<file path="src/rtl/drd_pkg.sv">
// Shared types and constants of the detection row decoder.
package drd_pkg;

    localparam int MAX_ROW_LENGTH = 128;
    localparam int MIN_ROW_LENGTH = 6;
    localparam int FIRST_CLASS_POS = 5;

    localparam int VALUE_W = 16;
    localparam int POS_W   = 7;
    localparam int LEN_W   = 8;
    localparam int SCALE_W = 13;
    localparam int CORNER_W = 15;
    localparam int CLASS_W = 7;

    localparam int IN_DATA_W  = 16;
    localparam int OUT_DATA_W = 88;

    localparam int CFG_INDEX_W = 2;
    localparam int CFG_DATA_W  = 16;

    localparam logic [CFG_INDEX_W-1:0] CFG_SCORE_THRESHOLD = 2'd0;
    localparam logic [CFG_INDEX_W-1:0] CFG_ROW_LENGTH      = 2'd1;
    localparam logic [CFG_INDEX_W-1:0] CFG_IMAGE_SCALE     = 2'd2;

    localparam logic [VALUE_W-1:0] RESET_THRESHOLD  = 16'd8192;
    localparam logic [LEN_W-1:0]   RESET_ROW_LENGTH = 8'd85;
    localparam logic [SCALE_W-1:0] RESET_SCALE      = 13'd640;

    localparam int QUEUE_DEPTH = 4;
    localparam int QUEUE_AW    = 2;

    // One accepted row that passed the threshold test, waiting for the math.
    typedef struct packed {
        logic [VALUE_W-1:0] center_x;
        logic [VALUE_W-1:0] center_y;
        logic [VALUE_W-1:0] box_width;
        logic [VALUE_W-1:0] box_height;
        logic [VALUE_W-1:0] objectness;
        logic [VALUE_W-1:0] class_score;
        logic [CLASS_W-1:0] class_index;
    } t_job;

endpackage

</file>
<file path="src/rtl/drd_front.sv">
// Row parser: tracks the element position, the box fields and the best class.
module drd_front (
    input  logic                        i_clk,
    input  logic                        i_rst_n,
    input  logic                        i_accept,
    input  logic [drd_pkg::VALUE_W-1:0] i_value,
    input  logic [drd_pkg::VALUE_W-1:0] i_threshold,
    input  logic [drd_pkg::LEN_W-1:0]   i_row_length,
    output logic                        o_push,
    output drd_pkg::t_job               o_job
);

    logic [drd_pkg::POS_W-1:0]   r_pos, n_pos;
    logic [drd_pkg::VALUE_W-1:0] r_cx, r_cy, r_w, r_h, r_obj, r_best;
    logic [drd_pkg::VALUE_W-1:0] n_cx, n_cy, n_w, n_h, n_obj, n_best;
    logic [drd_pkg::CLASS_W-1:0] r_cls, n_cls;
    logic [drd_pkg::LEN_W-1:0]   len;
    logic [drd_pkg::LEN_W-1:0]   pos_plus;
    logic                        row_end;

    always_comb begin
        if (i_row_length < drd_pkg::LEN_W'(drd_pkg::MIN_ROW_LENGTH)) begin
            len = drd_pkg::LEN_W'(drd_pkg::MIN_ROW_LENGTH);
        end else if (i_row_length > drd_pkg::LEN_W'(drd_pkg::MAX_ROW_LENGTH)) begin
            len = drd_pkg::LEN_W'(drd_pkg::MAX_ROW_LENGTH);
        end else begin
            len = i_row_length;
        end
    end

    assign pos_plus = {1'b0, r_pos} + drd_pkg::LEN_W'(1);
    assign row_end  = pos_plus >= len;

    // Values after the current element is taken in.
    always_comb begin
        n_cx   = r_cx;
        n_cy   = r_cy;
        n_w    = r_w;
        n_h    = r_h;
        n_obj  = r_obj;
        n_best = r_best;
        n_cls  = r_cls;
        case (r_pos)
            7'd0:    n_cx  = i_value;
            7'd1:    n_cy  = i_value;
            7'd2:    n_w   = i_value;
            7'd3:    n_h   = i_value;
            7'd4:    n_obj = i_value;
            default: begin
                if (i_value > r_best) begin
                    n_best = i_value;
                    n_cls  = r_pos - drd_pkg::POS_W'(drd_pkg::FIRST_CLASS_POS);
                end
            end
        endcase
        n_pos = row_end ? '0 : pos_plus[drd_pkg::POS_W-1:0];
    end

    assign o_push = i_accept && row_end &&
                    (n_obj >= i_threshold) && (n_best >= i_threshold);

    always_comb begin
        o_job.center_x    = n_cx;
        o_job.center_y    = n_cy;
        o_job.box_width   = n_w;
        o_job.box_height  = n_h;
        o_job.objectness  = n_obj;
        o_job.class_score = n_best;
        o_job.class_index = n_cls;
    end

    always_ff @(posedge i_clk) begin
        if (!i_rst_n) begin
            r_pos  <= '0;
            r_cx   <= '0;
            r_cy   <= '0;
            r_w    <= '0;
            r_h    <= '0;
            r_obj  <= '0;
            r_best <= '0;
            r_cls  <= '0;
        end else if (i_accept) begin
            r_pos <= n_pos;
            r_cx  <= n_cx;
            r_cy  <= n_cy;
            r_w   <= n_w;
            r_h   <= n_h;
            r_obj <= n_obj;
            if (row_end) begin
                r_best <= '0;
                r_cls  <= '0;
            end else begin
                r_best <= n_best;
                r_cls  <= n_cls;
            end
        end
    end

endmodule

</file>
<file path="src/rtl/drd_queue.sv">
// Small first-in first-out queue of passed rows between parser and math.
module drd_queue (
    input  logic          i_clk,
    input  logic          i_rst_n,
    input  logic          i_push,
    input  drd_pkg::t_job i_job,
    input  logic          i_pop,
    output logic          o_full,
    output logic          o_valid,
    output drd_pkg::t_job o_job
);

    drd_pkg::t_job                r_mem [drd_pkg::QUEUE_DEPTH];
    logic [drd_pkg::QUEUE_AW-1:0] r_wr_ptr, r_rd_ptr;
    logic [drd_pkg::QUEUE_AW:0]   r_count;
    logic                         do_push, do_pop;

    assign o_full  = r_count == (drd_pkg::QUEUE_AW+1)'(drd_pkg::QUEUE_DEPTH);
    assign o_valid = r_count != '0;
    assign o_job   = r_mem[r_rd_ptr];
    assign do_push = i_push && !o_full;
    assign do_pop  = i_pop && o_valid;

    always_ff @(posedge i_clk) begin
        if (do_push) begin
            r_mem[r_wr_ptr] <= i_job;
        end
    end

    always_ff @(posedge i_clk) begin
        if (!i_rst_n) begin
            r_wr_ptr <= '0;
            r_rd_ptr <= '0;
            r_count  <= '0;
        end else begin
            if (do_push) begin
                r_wr_ptr <= r_wr_ptr + drd_pkg::QUEUE_AW'(1);
            end
            if (do_pop) begin
                r_rd_ptr <= r_rd_ptr + drd_pkg::QUEUE_AW'(1);
            end
            case ({do_push, do_pop})
                2'b10:   r_count <= r_count + (drd_pkg::QUEUE_AW+1)'(1);
                2'b01:   r_count <= r_count - (drd_pkg::QUEUE_AW+1)'(1);
                default: r_count <= r_count;
            endcase
        end
    end

endmodule

</file>
<file path="src/rtl/drd_back.sv">
// Box math: corner products and score in one stage, saturation and output in the next.
module drd_back (
    input  logic                              i_clk,
    input  logic                              i_rst_n,
    input  logic [drd_pkg::SCALE_W-1:0]       i_scale,
    input  logic                              i_job_valid,
    input  drd_pkg::t_job                     i_job,
    output logic                              o_job_pop,
    output logic                              o_tvalid,
    input  logic                              i_tready,
    output logic [drd_pkg::OUT_DATA_W-1:0]    o_tdata
);

    localparam int NUM_W  = 19;
    localparam int MAG_W  = 18;
    localparam int PROD_W = MAG_W + drd_pkg::SCALE_W;

    logic                        r_v1;
    logic [PROD_W-1:0]           r_prod [4];
    logic [3:0]                  r_neg;
    logic [2*drd_pkg::VALUE_W-1:0] r_sprod;
    logic [drd_pkg::CLASS_W-1:0] r_cls;

    logic                        r_ov;
    logic [drd_pkg::OUT_DATA_W-1:0] r_out;

    logic                        out_free, load1;
    logic signed [NUM_W-1:0]     num [4];
    logic [MAG_W-1:0]            mag [4];
    logic [drd_pkg::CORNER_W-1:0] corner [4];
    logic [drd_pkg::CORNER_W-1:0] quot [4];
    logic [drd_pkg::VALUE_W:0]   sq;
    logic [drd_pkg::VALUE_W-1:0] score;

    assign out_free  = !r_ov || i_tready;
    assign load1     = !r_v1 || out_free;
    assign o_job_pop = load1 && i_job_valid;

    // Lanes: 0 left, 1 top, 2 right, 3 bottom.
    always_comb begin
        for (int i = 0; i < 4; i++) begin
            logic [drd_pkg::VALUE_W-1:0] c, s;
            c = i[0] ? i_job.center_y : i_job.center_x;
            s = i[0] ? i_job.box_height : i_job.box_width;
            if (i[1]) begin
                num[i] = $signed({2'b00, c, 1'b0}) + $signed({3'b000, s});
            end else begin
                num[i] = $signed({2'b00, c, 1'b0}) - $signed({3'b000, s});
            end
            mag[i] = num[i][NUM_W-1] ? MAG_W'(-num[i]) : num[i][MAG_W-1:0];
        end
    end

    always_ff @(posedge i_clk) begin
        if (load1) begin
            for (int i = 0; i < 4; i++) begin
                r_prod[i] <= mag[i] * i_scale;
                r_neg[i]  <= num[i][NUM_W-1];
            end
            r_sprod <= i_job.objectness * i_job.class_score;
            r_cls   <= i_job.class_index;
        end
    end

    // Shift down by 16, then clamp to the 15-bit signed range.
    always_comb begin
        for (int i = 0; i < 4; i++) begin
            quot[i] = r_prod[i][PROD_W-1:16];
            if (r_neg[i]) begin
                corner[i] = (quot[i] > 15'd16384) ? 15'h4000 : -quot[i];
            end else begin
                corner[i] = (quot[i] > 15'd16383) ? 15'h3FFF : quot[i];
            end
        end
        sq    = r_sprod[2*drd_pkg::VALUE_W-1:15];
        score = sq[drd_pkg::VALUE_W] ? '1 : sq[drd_pkg::VALUE_W-1:0];
    end

    always_ff @(posedge i_clk) begin
        if (r_v1 && out_free) begin
            r_out <= {5'b00000, r_cls, score, corner[3], corner[2], corner[1], corner[0]};
        end
    end

    always_ff @(posedge i_clk) begin
        if (!i_rst_n) begin
            r_v1 <= 1'b0;
            r_ov <= 1'b0;
        end else begin
            if (load1) begin
                r_v1 <= i_job_valid;
            end
            if (out_free) begin
                r_ov <= r_v1;
            end
        end
    end

    assign o_tvalid = r_ov;
    assign o_tdata  = r_out;

endmodule

</file>
<file path="src/rtl/detection_row_decoder.sv">
// Top level of the detection row decoder: configuration registers and the three parts.
//
// The block reads detector output one Q1.15 element per request on the slave
// stream, row by row: center x, center y, width, height, objectness, then class
// scores. It keeps the best class (a strictly larger score wins, so the lowest
// index wins ties) and, at the last element of a row, sends one box on the
// master stream if both objectness and the best class score are at least the
// score threshold; rejected rows give nothing. One element is taken every
// clock cycle unless the input stalls: the row parser finishes its work in
// the cycle of the request. Passed rows go into a four-entry queue, and the
// box math behind it is a two-stage pipeline (corner and score multipliers,
// then shift and clamp into the output register). Since rows are at least
// six elements long, the input stalls only when six boxes are held back by
// the master side: four in the queue and one in each of the two math stages.
// The configuration registers are meant to be written while no row is in
// flight; row length is clamped to 6..128, and a shorter length written
// mid-row that the row has already reached ends it at the next element.
module detection_row_decoder (
    input  logic                                i_clk,
    input  logic                                i_rst_n,
    // Configuration write port.
    input  logic                                i_cfg_wr_en,
    input  logic [drd_pkg::CFG_INDEX_W-1:0]     i_cfg_index,
    input  logic [drd_pkg::CFG_DATA_W-1:0]      i_cfg_wdata,
    // Slave stream: tdata = value[15:0].
    input  logic                                s_axis_tvalid,
    output logic                                s_axis_tready,
    input  logic [drd_pkg::IN_DATA_W-1:0]       s_axis_tdata,
    // Master stream: tdata = x_left[14:0], y_top[29:15], x_right[44:30],
    // y_bottom[59:45], score[75:60], class_index[82:76], zeros[87:83].
    output logic                                m_axis_tvalid,
    input  logic                                m_axis_tready,
    output logic [drd_pkg::OUT_DATA_W-1:0]      m_axis_tdata
);

    logic [drd_pkg::VALUE_W-1:0] r_threshold;
    logic [drd_pkg::LEN_W-1:0]   r_row_length;
    logic [drd_pkg::SCALE_W-1:0] r_scale;

    logic          accept;
    logic          push;
    drd_pkg::t_job front_job;
    drd_pkg::t_job queue_job;
    logic          queue_full, queue_valid, queue_pop;

    always_ff @(posedge i_clk) begin
        if (!i_rst_n) begin
            r_threshold  <= drd_pkg::RESET_THRESHOLD;
            r_row_length <= drd_pkg::RESET_ROW_LENGTH;
            r_scale      <= drd_pkg::RESET_SCALE;
        end else if (i_cfg_wr_en) begin
            case (i_cfg_index)
                drd_pkg::CFG_SCORE_THRESHOLD: r_threshold  <= i_cfg_wdata;
                drd_pkg::CFG_ROW_LENGTH:
                    r_row_length <= i_cfg_wdata[drd_pkg::LEN_W-1:0];
                drd_pkg::CFG_IMAGE_SCALE:
                    r_scale <= i_cfg_wdata[drd_pkg::SCALE_W-1:0];
                default: ;
            endcase
        end
    end

    // A request is taken whenever the queue has room for a possible box.
    assign s_axis_tready = !queue_full;
    assign accept        = s_axis_tvalid && s_axis_tready;

    drd_front u_front (
        .i_clk        (i_clk),
        .i_rst_n      (i_rst_n),
        .i_accept     (accept),
        .i_value      (s_axis_tdata),
        .i_threshold  (r_threshold),
        .i_row_length (r_row_length),
        .o_push       (push),
        .o_job        (front_job)
    );

    drd_queue u_queue (
        .i_clk   (i_clk),
        .i_rst_n (i_rst_n),
        .i_push  (push),
        .i_job   (front_job),
        .i_pop   (queue_pop),
        .o_full  (queue_full),
        .o_valid (queue_valid),
        .o_job   (queue_job)
    );

    drd_back u_back (
        .i_clk       (i_clk),
        .i_rst_n     (i_rst_n),
        .i_scale     (r_scale),
        .i_job_valid (queue_valid),
        .i_job       (queue_job),
        .o_job_pop   (queue_pop),
        .o_tvalid    (m_axis_tvalid),
        .i_tready    (m_axis_tready),
        .o_tdata     (m_axis_tdata)
    );

endmodule

</file>
<file path="config.mk">
export PLATFORM = sky130hd
export DESIGN_NAME = detection_row_decoder
export DESIGN_NICKNAME = d
export VERILOG_FILES = /design/src/rtl/drd_pkg.sv /design/src/rtl/drd_front.sv /design/src/rtl/drd_queue.sv /design/src/rtl/drd_back.sv /design/src/rtl/detection_row_decoder.sv
export SDC_FILE = /design/constraint.sdc
export NUM_CORES = 2
export LEC_CHECK = 0
export BUFFER_PORTS_ARGS = -buffer_cell sky130_fd_sc_hd__buf_2
export CORE_MARGIN = 1
export CORE_UTILIZATION = 45
export DETAILED_ROUTE_END_ITERATION = 10
export GPL_TIMING_DRIVEN = 0
export SLEW_MARGIN = 30
export SYNTH_ARGS = -nofsm -noshare
export SYNTH_HDL_FRONTEND = slang
export SYNTH_HIERARCHICAL = 1
export SYNTH_SLANG_ARGS = --single-unit
</file>
<file path="constraint.sdc">
create_clock -name i_clk -period 24.7 [get_ports i_clk]
set_input_delay 2.47 -clock i_clk [delete_from_list [all_inputs] [get_ports i_clk]]
set_output_delay 2.47 -clock i_clk [all_outputs]
set_load 0.02 [all_outputs]
</file>
==> results by group <==
Status
  • Status: finished, final reports clean

Place
  • RePlAce Congestion: 0.964
  • PortBufs: 123
  • Post-Place Setup Slack: 13.75 ns
  • Hpwl dp: 159000 um

Critical path
  • Slowest-stage cell, CP: xor2_1
  • Critical path class: reg2reg
  • CP arrival: roughly 12 ns
  • Crit-path max FO: 10
  • Max incr delay on CP: 0.84 ns
  • Buf+Inv Stages, Crit Path: 7
  • Top delay family on crit path: compound AO/OA/AOI/OAI gates
  • Crit. End Element: flip-flop
  • Worst path most repeated cell: fa_1
  • Startpoint types: flip-flop
  • CP required: 25.11 ns

Timing
  • Worst slew margin: 0.249
  • Worst slew pin tran: 1.11 ns
  • Final min period: 11.19 ns
  • Final setup fails: 0
  • Final Max Tran Viols: 0
  • Setup TNS Final: 0 ns
  • Clock skew: between 0.07 and 0.08 ns
  • Achievable Freq: a little under 90 MHz
  • Final period utilization: 0.453
  • Unrepaired setup endpoints after global routing: false
  • Hold Fails Final Rpt: 0
  • PnR worst setup slack: 13.51 ns

Floorplanning
  • Die width: 398 um
  • Starting Density: 0.456
  • Die Y: approximately 400 um
  • Die ar.: 0.158 mm^2
  • Row count: 144
  • Core area: between 0.15 and 0.2 mm^2
  • # IOs: between 100 and 150

Route
  • Remaining DRCs: 0
  • DRT Pass-1 Iters: 6
  • Initial DRC count: between 3000 and 4000
  • WL per Instance: 22.3 um
  • Routed WL: 202000 um
  • Via count: 49200
  • DR vias/cell: 5.43
  • DRT antenna net count: 0

Synth
  • Number of flops mapped to enable cells by yosys: 581
  • Post-synthesis cell type count: 98
  • Main synth FF type: edfxtp_1
  • Post-synthesis sequential area ratio: 0.292
  • Ys async rst share: 0
  • Top-count cell post-synth: inv_1
  • Synth top area share: 0.255
  • Syn Inst Count: 6695
  • Area contributors post-synth: fa_1 (25%), edfxtp_1 (25%), ha_1 (9.2%), inv_1 (6.0%), dfxtp_1 (4.5%)
  • Synthesis Warnings: 6
  • Post-Syn Area per Cell: 10.5 um^2
  • Commonest cells in the synthesized netlist: inv_1 (1133), fa_1 (898), nand2_1 (834)
  • Synth Register Bits: 739
  • Largest area contributor in the netlist: fa_1
  • Post-Syn Area: 0.0706 mm^2

Power and ir drop
  • Comb power frac: 0.230
  • Max IR drop VDD: 0.0000597 V
  • Total power: 0.00350 W
  • Switching part of the total power: 0.299
  • Clock power share: 0.349
  • Seq pwr share: 0.421
  • Leak: 33.8 nW
  • PD cells: roughly 45 mW/mm^2
  • Switching Power: 0.00105 W
  • Int Pwr: between 0.002 and 0.0025 W

Clocking
  • # H-tree levels: 3
  • CTS max path bufs: 3
  • TritonCTS Buffers: 81
  • Resize count post-CTS: 0
  • Post-CTS setup repair buffer count: 0
  • Clock Pin Slew Worst Setup and Hold Paths: 0.06 ns
  • CTS tree: done
  • Clock sink count: ~740
  • CTS hold repair buffers: 0
  • Skew-Pair Late Insertion Delay: approximately 0.7 ns
  • Root buffer selected by CTS: clkbuf_16

Global route
  • Grt ovf: 0
  • Pin count of the biggest net entering global routing: 48
  • Vias in the first global route: 51200
  • Gr usage total: 0.261
  • First-pass GRT wire length: 311000 um
  • Initial antenna violation count: 18

Flow run
  • Max-capacitance violation count: 0

Final layout
  • Layout Nets: 8406
  • Area Growth Syn to Fin: 9.22%
  • Fraction of layout cells with a size suffix above 1: 0.0891

Min path
  • Class of the worst hold path: reg2reg
==> per-stage QoR <==
stage	utilization	cells	hold slack (ns)	cell area, um^2
2_1_floorplan	-	6726	0.400	70700
3_3_place_gp	0.477	8893	0.406	73900
3_5_place_dp	0.480	8910	0.407	74400
4_1_cts	0.497	9060	0.422	77100
5_1_grt	0.497	9061	0.434	77100
6_report	0.498	9064	0.426	77100
==> layout make-up <==
cell class | instances | area [um^2]
Fill cell | 14200 | 77900
Multi-Input combinational cell | 4494 | 44300
Sequential cell | 739 | 20600
Inverter | 1145 | 4300
Tap cell | 2044 | 2560
Clock buffer | 94 | 2120
Buffer | 348 | 1630
Timing Repair Buffer | 140 | 1030
Clock inverter | 56 | 578
Antenna cell | 4 | 10.0
==> cell families after synthesis <==
logic type,share of synthesized area
compound gates,0.0618
xor+xnor,0.0207
simple gates,0.133
other cells,0.000106
flops,0.292
mux,0.0619
fa+ha+maj,0.347
buf+inv,0.0835
==> worst reg2reg max path, delay by kind of cell, from the launching register on <==
kind | cells | cell delay, ns
compound gates | 13 | 3.53
xor+xnor | 2 | 0.92
fa+ha+maj | 7 | 3.35
buf+inv | 7 | 1.45
flops | 1 | 0.40
mux | 1 | 0.50
simple gates | 5 | 0.76
==> worst paths after layout <==
check	from	endpoint	slack, ns	cells past startpoint
max	flip-flop	u_back/r_prod[0][28]	13.51	35
min	u_back/r_cls[6]	u_back/o_tdata[82]	0.43	0
max reg2reg	flip-flop	u_back/r_prod[0][28]	13.51	35
min reg2reg	u_back/r_cls[6]	u_back/o_tdata[82]	0.43	0
==> power by group through the flow <==
stage / sequential, W / combinational, W / clock [W]
2_1_floorplan: 0.00148 / 0.000595 / 0
3_3_place_gp: 0.00150 / 0.000792 / 0
3_5_place_dp: 0.00150 / 0.000804 / 0
4_1_cts: 0.00147 / 0.000812 / 0.00126
5_1_grt: 0.00148 / 0.000921 / 0.00130
6_report: 0.00147 / 0.000807 / 0.00122
==> registers in the layout, summed over array words and instances (netlist names), 8 cells and up, named ones only <==
register	cells
r_scale	13
u_front/r_cy	16
u_front/r_cx	16
u_queue/r_mem	412
u_front/r_best	16
u_back/r_prod	60
r_row_length	8
u_front/r_h	16
u_back/r_sprod	17
r_threshold	16
u_back/o_tdata	83
u_front/r_obj	16
u_front/r_w	16
==> per-layer routing <==
metal	up-vias	global-route usage	share of wire
li1	22200	-	-
met1	24900	0.361	0.44
met2	1708	0.413	0.45
met3	329	0.0437	0.075
met4	2	0.0925	0.039
met5	-	0	0.000099
==> cell usage in the layout (no fill, tap or decap), types with 116 or more instances in the layout <==
cell type / netlist / routed
edfxtp_1: 581 / 581
nor2_1: 244 / 244
nand2_1: 834 / 833
inv_1: 1133 / 1133
clkbuf_1: 264 / 251
xnor2_1: 120 / 116
fa_1: 898 / 898
ha_1: 520 / 520
dfxtp_1: 158 / 158
a21oi_1: 162 / 161
mux2i_1: 116 / 116
and2_1: 367 / 363
buf_2: 31 / 155
Note: power is estimated with default switching activity, not from simulation.
